--- config.mk ---
export PLATFORM = sky130hd
export DESIGN_NAME = text_to_integer_parser_unit
export DESIGN_NICKNAME = d
export VERILOG_FILES = /design/src/hdl/tti_pkg.sv /design/src/hdl/tti_step.sv /design/src/hdl/text_to_integer_parser_unit.sv
export SDC_FILE = /design/constraint.sdc
export NUM_CORES = 2
export LEC_CHECK = 0
export BUFFER_PORTS_ARGS = -buffer_cell sky130_fd_sc_hd__buf_2
export CAP_MARGIN = 10
export CORE_MARGIN = 2
export CORE_UTILIZATION = 60
export DETAILED_ROUTE_END_ITERATION = 7
export HOLD_SLACK_MARGIN = 0.12
export MAX_ROUTING_LAYER = met4
export PLACE_DENSITY = 0.76
export SETUP_SLACK_MARGIN = 0.2
export SYNTH_ARGS = -nofsm -noshare
export SYNTH_HDL_FRONTEND = slang
export SYNTH_SLANG_ARGS = --single-unit
--- constraint.sdc ---
create_clock -name clk -period 20.1 [get_ports clk]
set_input_delay 0 -clock clk [delete_from_list [all_inputs] [get_ports clk]]
set_output_delay 0 -clock clk [all_outputs]
set_load 0.005 [all_outputs]
--- src/hdl/tti_pkg.sv ---
package tti_pkg;

    // default saturation point of the character position counter
    localparam longint unsigned MAX_CHARS_DEF = 64'd65535;

    localparam int unsigned CHAR_W  = 8;
    localparam int unsigned BASE_W  = 6;
    localparam int unsigned VALUE_W = 64;
    localparam int unsigned OFFS_W  = 16;
    localparam int unsigned ERR_W   = 2;
    localparam int unsigned IDX_W   = 1;
    // value, end_offset, error_code packed and padded to whole bytes
    localparam int unsigned RES_BITS = VALUE_W + OFFS_W + ERR_W;
    localparam int unsigned M_DATA_W = ((RES_BITS + 7) / 8) * 8;

    // configuration register indexes
    localparam logic [IDX_W-1:0] REG_BASE_SELECT = 1'd0;
    localparam logic [IDX_W-1:0] REG_SIGNED_MODE = 1'd1;

    // radix codes
    localparam logic [BASE_W-1:0] BASE_AUTO = 6'd0;
    localparam logic [BASE_W-1:0] BASE_MIN  = 6'd2;
    localparam logic [BASE_W-1:0] BASE_OCT  = 6'd8;
    localparam logic [BASE_W-1:0] BASE_DEC  = 6'd10;
    localparam logic [BASE_W-1:0] BASE_HEX  = 6'd16;
    localparam logic [BASE_W-1:0] BASE_MAX  = 6'd36;

    // characters
    localparam logic [CHAR_W-1:0] CH_TAB   = 8'h09;
    localparam logic [CHAR_W-1:0] CH_CR    = 8'h0D;
    localparam logic [CHAR_W-1:0] CH_SPACE = 8'h20;
    localparam logic [CHAR_W-1:0] CH_PLUS  = 8'h2B;
    localparam logic [CHAR_W-1:0] CH_MINUS = 8'h2D;
    localparam logic [CHAR_W-1:0] CH_ZERO  = 8'h30;
    localparam logic [CHAR_W-1:0] CH_NINE  = 8'h39;
    localparam logic [CHAR_W-1:0] CH_UP_A  = 8'h41;
    localparam logic [CHAR_W-1:0] CH_UP_X  = 8'h58;
    localparam logic [CHAR_W-1:0] CH_UP_Z  = 8'h5A;
    localparam logic [CHAR_W-1:0] CH_LO_A  = 8'h61;
    localparam logic [CHAR_W-1:0] CH_LO_X  = 8'h78;
    localparam logic [CHAR_W-1:0] CH_LO_Z  = 8'h7A;

    typedef enum logic [ERR_W-1:0] {
        ERR_NONE  = 2'd0,
        ERR_BASE  = 2'd1,
        ERR_RANGE = 2'd2
    } err_t;

    typedef enum logic [6:0] {
        PH_WS     = 7'b0000001,
        PH_SIGN   = 7'b0000010,
        PH_ZERO   = 7'b0000100,
        PH_ZERO_X = 7'b0001000,
        PH_DIGITS = 7'b0010000,
        PH_DONE   = 7'b0100000,
        PH_REJECT = 7'b1000000
    } phase_t;

    // parse state carried from one character to the next
    typedef struct packed {
        phase_t               phase;
        logic [VALUE_W-1:0]   acc;
        logic                 neg;
        logic                 ovf;
        logic [BASE_W-1:0]    abase;
    } core_t;

    typedef struct packed {
        logic              ok;
        logic [BASE_W-1:0] val;
    } digit_t;

    localparam core_t CORE_CLEAR = '{
        phase: PH_WS,
        acc:   '0,
        neg:   1'b0,
        ovf:   1'b0,
        abase: '0
    };

    function automatic logic is_space(input logic [CHAR_W-1:0] c);
        return (c == CH_SPACE) || (c inside {[CH_TAB:CH_CR]});
    endfunction

    function automatic logic is_sign(input logic [CHAR_W-1:0] c);
        return (c == CH_PLUS) || (c == CH_MINUS);
    endfunction

    function automatic digit_t char_digit(input logic [CHAR_W-1:0] c);
        digit_t r;
        r.ok  = 1'b1;
        r.val = '0;
        if (c inside {[CH_ZERO:CH_NINE]})
            r.val = BASE_W'(c - CH_ZERO);
        else if (c inside {[CH_LO_A:CH_LO_Z]})
            r.val = BASE_W'(c - CH_LO_A) + BASE_DEC;
        else if (c inside {[CH_UP_A:CH_UP_Z]})
            r.val = BASE_W'(c - CH_UP_A) + BASE_DEC;
        else
            r.ok = 1'b0;
        return r;
    endfunction

    function automatic logic base_invalid(input logic [BASE_W-1:0] b);
        return (b == 6'd1) || (b > BASE_MAX);
    endfunction

endpackage

--- src/hdl/tti_step.sv ---
// Next-state logic for one character: phase decode, base pick and the
// shared multiply-add with overflow detect.
module tti_step #(
    parameter longint unsigned MAX_CHARS = tti_pkg::MAX_CHARS_DEF,
    parameter int unsigned     POS_W     = $clog2(MAX_CHARS + 64'd1)
) (
    input  tti_pkg::core_t                  cur,
    input  logic [POS_W-1:0]                pos_cur,
    input  logic [POS_W-1:0]                end_cur,
    input  logic [tti_pkg::CHAR_W-1:0]      character,
    input  logic [tti_pkg::BASE_W-1:0]      base_select,
    input  logic                            signed_mode,
    output tti_pkg::core_t                  nxt,
    output logic [POS_W-1:0]                pos_nxt,
    output logic [POS_W-1:0]                end_nxt
);

    localparam int unsigned PROD_W = tti_pkg::VALUE_W + tti_pkg::BASE_W;

    tti_pkg::digit_t             dg;
    logic                        start;
    logic                        take;
    logic [tti_pkg::BASE_W-1:0]  tbase;
    logic [PROD_W-1:0]           prod;

    assign dg = tti_pkg::char_digit(character);

    // one multiplier serves every phase that consumes a digit
    assign prod = PROD_W'(cur.acc) * PROD_W'(tbase) + PROD_W'(dg.val);

    always_comb
    begin
        nxt     = cur;
        end_nxt = end_cur;
        pos_nxt = (pos_cur != POS_W'(MAX_CHARS)) ? pos_cur + 1'b1 : pos_cur;
        start   = 1'b0;
        take    = 1'b0;
        tbase   = cur.abase;

        case (cur.phase)
            tti_pkg::PH_WS:
            begin
                if (tti_pkg::is_space(character))
                begin
                    nxt.phase = tti_pkg::PH_WS;
                end
                else if (tti_pkg::is_sign(character))
                begin
                    nxt.neg   = (character == tti_pkg::CH_MINUS);
                    nxt.phase = tti_pkg::PH_SIGN;
                end
                else
                begin
                    start = 1'b1;
                end
            end
            tti_pkg::PH_SIGN:
            begin
                if (signed_mode && (tti_pkg::is_sign(character) ||
                                    tti_pkg::is_space(character)))
                    nxt.phase = tti_pkg::PH_REJECT;
                else
                    start = 1'b1;
            end
            tti_pkg::PH_ZERO:
            begin
                if (character == tti_pkg::CH_LO_X || character == tti_pkg::CH_UP_X)
                begin
                    nxt.phase = tti_pkg::PH_ZERO_X;
                end
                else
                begin
                    tbase = (base_select == tti_pkg::BASE_AUTO) ? tti_pkg::BASE_OCT
                                                                : base_select;
                    take  = 1'b1;
                end
            end
            tti_pkg::PH_ZERO_X:
            begin
                if (dg.ok && dg.val < tti_pkg::BASE_HEX)
                begin
                    tbase = tti_pkg::BASE_HEX;
                    take  = 1'b1;
                end
                else
                begin
                    // "0x" with no hex digit: the zero stands, x ends it
                    nxt.abase = (base_select == tti_pkg::BASE_AUTO) ? tti_pkg::BASE_OCT
                                                                    : base_select;
                    nxt.phase = tti_pkg::PH_DONE;
                end
            end
            tti_pkg::PH_DIGITS:
            begin
                take = 1'b1;
            end
            default:
            begin
                nxt.phase = cur.phase;
            end
        endcase

        if (start)
        begin
            if ((base_select == tti_pkg::BASE_AUTO || base_select == tti_pkg::BASE_HEX) &&
                character == tti_pkg::CH_ZERO)
            begin
                nxt.acc   = '0;
                end_nxt   = pos_nxt;
                nxt.phase = tti_pkg::PH_ZERO;
            end
            else
            begin
                tbase = (base_select == tti_pkg::BASE_AUTO) ? tti_pkg::BASE_DEC
                                                            : base_select;
                take  = 1'b1;
            end
        end

        if (take)
        begin
            nxt.abase = tbase;
            if (tbase < tti_pkg::BASE_MIN || tbase > tti_pkg::BASE_MAX ||
                !dg.ok || dg.val >= tbase)
            begin
                nxt.phase = tti_pkg::PH_DONE;
            end
            else
            begin
                nxt.phase = tti_pkg::PH_DIGITS;
                end_nxt   = pos_nxt;
                if (!cur.ovf)
                begin
                    if (prod[PROD_W-1:tti_pkg::VALUE_W] != '0)
                    begin
                        nxt.ovf = 1'b1;
                        nxt.acc = '1;
                    end
                    else
                    begin
                        nxt.acc = prod[tti_pkg::VALUE_W-1:0];
                    end
                end
            end
        end
    end

endmodule

--- src/hdl/text_to_integer_parser_unit.sv ---
// Streaming text-to-integer parser (strtoull / strtoll rules). One byte of
// text enters per request on the s_ side; the byte with s_tlast high closes
// the string and yields exactly one result on the m_ side: the 64-bit value,
// the offset just past the last digit (0 if none) and an error code (0 none,
// 1 invalid base, 2 out of range). Leading whitespace is skipped, one sign is
// taken, and with base_select 0 the radix is detected (0x/0X + hex digit ->
// 16, leading 0 -> 8, else 10). Overflow saturates: all ones unsigned, the
// signed min/max in signed mode. Rate: one character per clock, sustained,
// with no gaps between strings, unless m_tready stalls the result stages;
// the limit is the accumulator recurrence, a 64x6 multiply-add with overflow
// detect that closes on itself each cycle. A result is latched as the final
// parse state in stage 1, then signed/clamped into the stage 2 register that
// drives m_tvalid. Configuration (cfg_index 0 = base_select, 1 = signed_mode)
// may be written only while the unit is idle; the values in force at the last
// byte govern the result. No clearing pass after reset.
module text_to_integer_parser_unit #(
    parameter longint unsigned MAX_CHARS = tti_pkg::MAX_CHARS_DEF
) (
    input  logic                             clk,
    input  logic                             rst_n,
    // input stream
    input  logic                             s_tvalid,
    output logic                             s_tready,
    input  logic [tti_pkg::CHAR_W-1:0]       s_tdata,   // [7:0] character
    input  logic                             s_tlast,   // last byte of string
    // result stream
    output logic                             m_tvalid,
    input  logic                             m_tready,
    output logic [tti_pkg::M_DATA_W-1:0]     m_tdata,   // [63:0] value,
                                                        // [79:64] end_offset,
                                                        // [81:80] error_code,
                                                        // [87:82] zero
    // configuration writes
    input  logic                             cfg_we,
    input  logic [tti_pkg::IDX_W-1:0]        cfg_index,
    input  logic [tti_pkg::BASE_W-1:0]       cfg_data
);

    localparam int unsigned POS_W = $clog2(MAX_CHARS + 64'd1);
    localparam int unsigned EXT_W = (POS_W > tti_pkg::OFFS_W) ? POS_W : tti_pkg::OFFS_W;
    localparam int unsigned VW    = tti_pkg::VALUE_W;

    // configuration
    logic [tti_pkg::BASE_W-1:0]  base_select_reg;
    logic                        signed_mode_reg;

    // running parse state
    tti_pkg::core_t              core_reg, core_step;
    logic [POS_W-1:0]            pos_reg, pos_step;
    logic [POS_W-1:0]            end_reg, end_step;

    // stage 1: parse state latched at the last byte
    logic                        snap_valid_reg;
    logic [VW-1:0]               snap_acc_reg;
    logic                        snap_neg_reg;
    logic                        snap_ovf_reg;
    logic                        snap_reject_reg;
    logic [tti_pkg::BASE_W-1:0]  snap_base_reg;
    logic                        snap_signed_reg;
    logic [POS_W-1:0]            snap_end_reg;

    // stage 2: result register
    logic                        out_valid_reg;
    logic [VW-1:0]               out_value_reg, out_value_next;
    logic [tti_pkg::OFFS_W-1:0]  out_end_reg, out_end_next;
    tti_pkg::err_t               out_err_reg, out_err_next;

    logic                        in_fire;
    logic                        out_free;
    logic                        snap_free;
    logic [VW-1:0]               neg_acc;
    logic                        mag_too_big;
    logic [EXT_W-1:0]            end_ext;

    // the result register frees when empty or taken; stage 1 moves on then
    assign out_free  = !out_valid_reg || m_tready;
    assign snap_free = !snap_valid_reg || out_free;
    assign s_tready  = snap_free;
    assign in_fire   = s_tvalid && s_tready;

    assign m_tvalid  = out_valid_reg;
    assign m_tdata   = tti_pkg::M_DATA_W'({out_err_reg, out_end_reg, out_value_reg});

    always_ff @(posedge clk or negedge rst_n)
    begin
        if (!rst_n)
        begin
            base_select_reg <= tti_pkg::BASE_AUTO;
            signed_mode_reg <= 1'b0;
        end
        else if (cfg_we)
        begin
            case (cfg_index)
                tti_pkg::REG_BASE_SELECT: base_select_reg <= cfg_data;
                tti_pkg::REG_SIGNED_MODE: signed_mode_reg <= cfg_data[0];
                default:                  signed_mode_reg <= signed_mode_reg;
            endcase
        end
    end

    tti_step #(
        .MAX_CHARS (MAX_CHARS),
        .POS_W     (POS_W)
    ) u_step (
        .cur         (core_reg),
        .pos_cur     (pos_reg),
        .end_cur     (end_reg),
        .character   (s_tdata),
        .base_select (base_select_reg),
        .signed_mode (signed_mode_reg),
        .nxt         (core_step),
        .pos_nxt     (pos_step),
        .end_nxt     (end_step)
    );

    // parse state: advances per byte, clears after the last one
    always_ff @(posedge clk or negedge rst_n)
    begin
        if (!rst_n)
        begin
            core_reg <= tti_pkg::CORE_CLEAR;
            pos_reg  <= '0;
            end_reg  <= '0;
        end
        else if (in_fire)
        begin
            if (s_tlast)
            begin
                core_reg <= tti_pkg::CORE_CLEAR;
                pos_reg  <= '0;
                end_reg  <= '0;
            end
            else
            begin
                core_reg <= core_step;
                pos_reg  <= pos_step;
                end_reg  <= end_step;
            end
        end
    end

    // stage 1 control
    always_ff @(posedge clk or negedge rst_n)
    begin
        if (!rst_n)
            snap_valid_reg <= 1'b0;
        else if (snap_free)
            snap_valid_reg <= in_fire && s_tlast;
    end

    // stage 1 payload: config sampled with the last byte
    always_ff @(posedge clk)
    begin
        if (in_fire && s_tlast)
        begin
            snap_acc_reg    <= core_step.acc;
            snap_neg_reg    <= core_step.neg;
            snap_ovf_reg    <= core_step.ovf;
            snap_reject_reg <= (core_step.phase == tti_pkg::PH_REJECT);
            snap_base_reg   <= base_select_reg;
            snap_signed_reg <= signed_mode_reg;
            snap_end_reg    <= end_step;
        end
    end

    // sign, clamp and error code
    assign neg_acc = VW'(0) - snap_acc_reg;
    // signed limit: 2^63 for negative, 2^63-1 for positive
    assign mag_too_big = snap_neg_reg ? (snap_acc_reg[VW-1] && (|snap_acc_reg[VW-2:0]))
                                      : snap_acc_reg[VW-1];
    assign end_ext = EXT_W'(snap_end_reg);

    always_comb
    begin
        out_end_next = (end_ext > EXT_W'(16'hFFFF)) ? 16'hFFFF
                                                     : end_ext[tti_pkg::OFFS_W-1:0];
        out_value_next = snap_neg_reg ? neg_acc : snap_acc_reg;
        out_err_next   = tti_pkg::ERR_NONE;
        if (snap_reject_reg)
        begin
            // sign followed by a sign or whitespace in signed mode
            out_value_next = '0;
            out_end_next   = '0;
        end
        else if (tti_pkg::base_invalid(snap_base_reg))
        begin
            out_value_next = '0;
            out_end_next   = '0;
            out_err_next   = tti_pkg::ERR_BASE;
        end
        else if (!snap_signed_reg)
        begin
            if (snap_ovf_reg)
            begin
                out_value_next = '1;
                out_err_next   = tti_pkg::ERR_RANGE;
            end
        end
        else if (snap_ovf_reg || mag_too_big)
        begin
            // signed minimum when negative, signed maximum otherwise
            out_value_next = {snap_neg_reg, {(VW-1){!snap_neg_reg}}};
            out_err_next   = tti_pkg::ERR_RANGE;
        end
    end

    // stage 2
    always_ff @(posedge clk or negedge rst_n)
    begin
        if (!rst_n)
            out_valid_reg <= 1'b0;
        else if (out_free)
            out_valid_reg <= snap_valid_reg;
    end

    always_ff @(posedge clk)
    begin
        if (out_free && snap_valid_reg)
        begin
            out_value_reg <= out_value_next;
            out_end_reg   <= out_end_next;
            out_err_reg   <= out_err_next;
        end
    end

    // the string's state is wiped once its last byte is taken
    assert property (@(posedge clk) disable iff (!rst_n)
        (in_fire && s_tlast) |=> (core_reg.phase == tti_pkg::PH_WS) &&
                                 (pos_reg == '0) && !core_reg.ovf)
        else $error("parse state not cleared after last byte");

    // a last byte always lands in stage 1
    assert property (@(posedge clk) disable iff (!rst_n)
        (in_fire && s_tlast) |=> snap_valid_reg)
        else $error("last byte lost before result stage");

    // invalid base reports zero value and zero offset
    assert property (@(posedge clk) disable iff (!rst_n)
        (out_valid_reg && out_err_reg == tti_pkg::ERR_BASE) |->
            (out_value_reg == '0) && (out_end_reg == '0))
        else $error("invalid base result carries data");

    // a range error needs at least one digit
    assert property (@(posedge clk) disable iff (!rst_n)
        (out_valid_reg && out_err_reg == tti_pkg::ERR_RANGE) |-> (out_end_reg != '0))
        else $error("range error without digits");

endmodule
==> results_dict.tcl <==
set metrics [dict create \
    outcome "complete, no violations" \
    post_drt_wl_per_cell_um 22.87 \
    tns_ns 0 \
    clk_path_buf_depth 3 \
    drive_above_1_share 0.08035 \
    via_per_inst 6.489 \
    drv_cap 0 \
    hold_violations 0 \
    worst_pin_slew_ns 1.096 \
    die_h_um 220.6 \
    die_width_um 220.6 \
    cp_common_cell "fa_1" \
    crit_path_top_delay_cell "nand4_1" \
    root_buffer "clkbuf_16" \
    crit_required_ns 20.40 \
    finalWeightedCongestion 1.034 \
    synth_area_mm2 0.02816 \
    final_common_cell "and2_1" \
    cts_tree "built" \
    start_util 0.6061 \
    io_buffers 104 \
    yosys_warnings 0 \
    synth_edf_count 172 \
    p_leak_nw 13.54 \
    wl_mm 82.19 \
    synth_fa_ha_area_frac 0.2520 \
    layout_common_cells "and2_1, fa_1, nor2_1" \
    synthMuxAreaShare 0.01280 \
    antenna_found_initial 1 \
    grt_overflow 0 \
    cp-end-kind "flop" \
    drcViolationCount 0 \
    synth_xor_area_frac 0.02737 \
    core.rowCount 79 \
    crit_type "reg -> reg" \
    cp-start-kind "flop" \
    cts_htree_levels 1 \
    track_usage 0.3569 \
    synth_ff_type "edfxtp_1" \
    largest_reg_flops 79 \
    finalPower_w 0.001592 \
    diodes 0 \
    hold_slack_ns 0.1859 \
    setup_viol 0 \
    min_path_type "in -> reg" \
    design_area_mm2 0.03019 \
    ys_seq_area_frac 0.2901 \
    grt_max_degree 82 \
    max_freq_mhz 100.5 \
    antenna_left 0 \
    synthTopCellsByArea "edfxtp_1, fa_1, dfrtp_1, ha_1, and2_1" \
    num_vias 23320 \
    placed_area_mm2 0.02897 \
    die_area_mm2 0.04868 \
    num_io_pins 111 \
    cts-buffers-inserted 31 \
    avgSynthCellArea_um2 9.517 \
    synthesis.instances 2959 \
    async_reset_ff_frac 0.4110 \
    grt_pass1_vias 23360 \
    fp.coreArea_mm2 0.04646 \
    dr.first_iter.drc_count 2546 \
    synth.distinct_cells 91 \
    netlist.area_leader.share 0.1834 \
    ir_worst_vdd_v 0.00007654 \
    finClkSkew_ns 0.02439 \
    fin_crit_ns 9.948 \
    clkLatencyLatePin_ns 0.61 \
    rsz0062_at_grt "false" \
    area_growth_pct 7.203 \
    critPathArrivalTime_ns 10.25 \
    synth_simple_gate_area_share 0.2166 \
    power_density_mw_per_mm2 52.75 \
    dr.pass1.iters 5 \
    yosys.area.top_type "edfxtp_1" \
    period_share 0.4949 \
    dpl.hpwl_mm 60.59 \
    path_clk_slew_ns 0.07 \
    grt_first_pass_wirelength_mm 131.9 \
    maxSlewViolCount 0 \
    cts_num_sinks 292 \
    slowest_delay_ns 0.62 \
    crit_path_max_fanout 37 \
    relSlewSlack 0.2684 \
    synth_top_family_by_area "adder cells" \
    final_net_count 3399 \
    yosys_register_bits 292 \
    synth_compound_area_frac 0.1623 \
]
## final cells by class
type | count | area [um2]
clock buffer | 47 | 875.8
inverter | 85 | 320.3
clock inverter | 11 | 108.9
sequential | 292 | 8169
fill | 3799 | 16270
multi-input combinational | 2396 | 18980
tap | 607 | 759.5
timing repair buffer | 156 | 970.9
## synth_stat cells (all sizes together), types with 85 or more instances
cell	instances
a21oi	188
and2	280
clkbuf	155
dfrtp	119
edfxtp	172
fa	252
ha	164
inv	85
nand2	190
nand3	100
nor2	208
nor2b	142
o21ai	198
## metal layers
metal / vias up / wire length [um] / global-route usage
met1: 11590 / 35910 / 0.5153
met2: 1140 / 36500 / 0.5273
met4: 0 / 1867 / 0.08778
met5: - / 0 / -
li1: 10470 / - / -
met3: 129 / 7906 / 0.05966
## path summary, 6_finish.rpt
kind / startpoint / endpoint / slack, ns / depth (start not counted)
max: core_reg[78]$_DFFE_PN0P_ / snap_acc_reg[13]$_DFFE_PP_ / 10.15 / 27
min: s_tdata[3] / snap_neg_reg$_DFFE_PP_ / 0.19 / 5
max reg2reg: core_reg[78]$_DFFE_PN0P_ / snap_acc_reg[13]$_DFFE_PP_ / 10.15 / 27
min reg2reg: end_reg[5]$_DFFE_PN0P_ / end_reg[5]$_DFFE_PN0P_ / 0.49 / 1
max in group asynchronous: rst_n / core_reg[77]$_DFFE_PN0P_ / 17.80 / 4
min in group asynchronous: rst_n / core_reg[30]$_DFFE_PN0P_ / 0.60 / 3
## power breakdown
part | internal [W] | switching, W
logic | 0.0000816 | 0.000248
clock network | 0.000315 | 0.000251
registers | 0.000671 | 0.0000271
## repair_timing
item                      4_1_cts  5_1_grt
hold endpoints to repair       99        0
hold buffers                   23        0
buffers inserted                0        0
resized for setup               0        0
## logic make-up (layout without fill, tap and decap cells)
| family | count (synthesis) | in the layout |
|---|---|---|
| mux | 34 | 34 |
| simple gates | 1146 | 1146 |
| flops | 292 | 292 |
| compound gates | 706 | 706 |
| fa+ha+maj | 416 | 416 |
| buf+inv | 276 | 299 |
| xor+xnor | 88 | 88 |
| other cells | 1 | 6 |
## worst max-delay path: cells and delay by family (launching register included)
family | cells | cell delay, ns
mux | 1 | 0.17
simple gates | 6 | 2.16
compound gates | 11 | 3.36
buf+inv | 4 | 1.15
fa+ha+maj | 5 | 2.34
flops | 1 | 0.41
## through the flow
stage / std cells / utilization / worst slack [ns]
after floorplan: 2964 / - / 12.23
after global placement: 3512 / 0.6235 / 10.56
after detailed placement: 3512 / 0.6235 / 10.32
after CTS: 3593 / 0.6496 / 10.31
after global routing: 3594 / 0.6498 / 9.736
final: 3594 / 0.6498 / 10.15
Power figures use the tool's default switching activity.
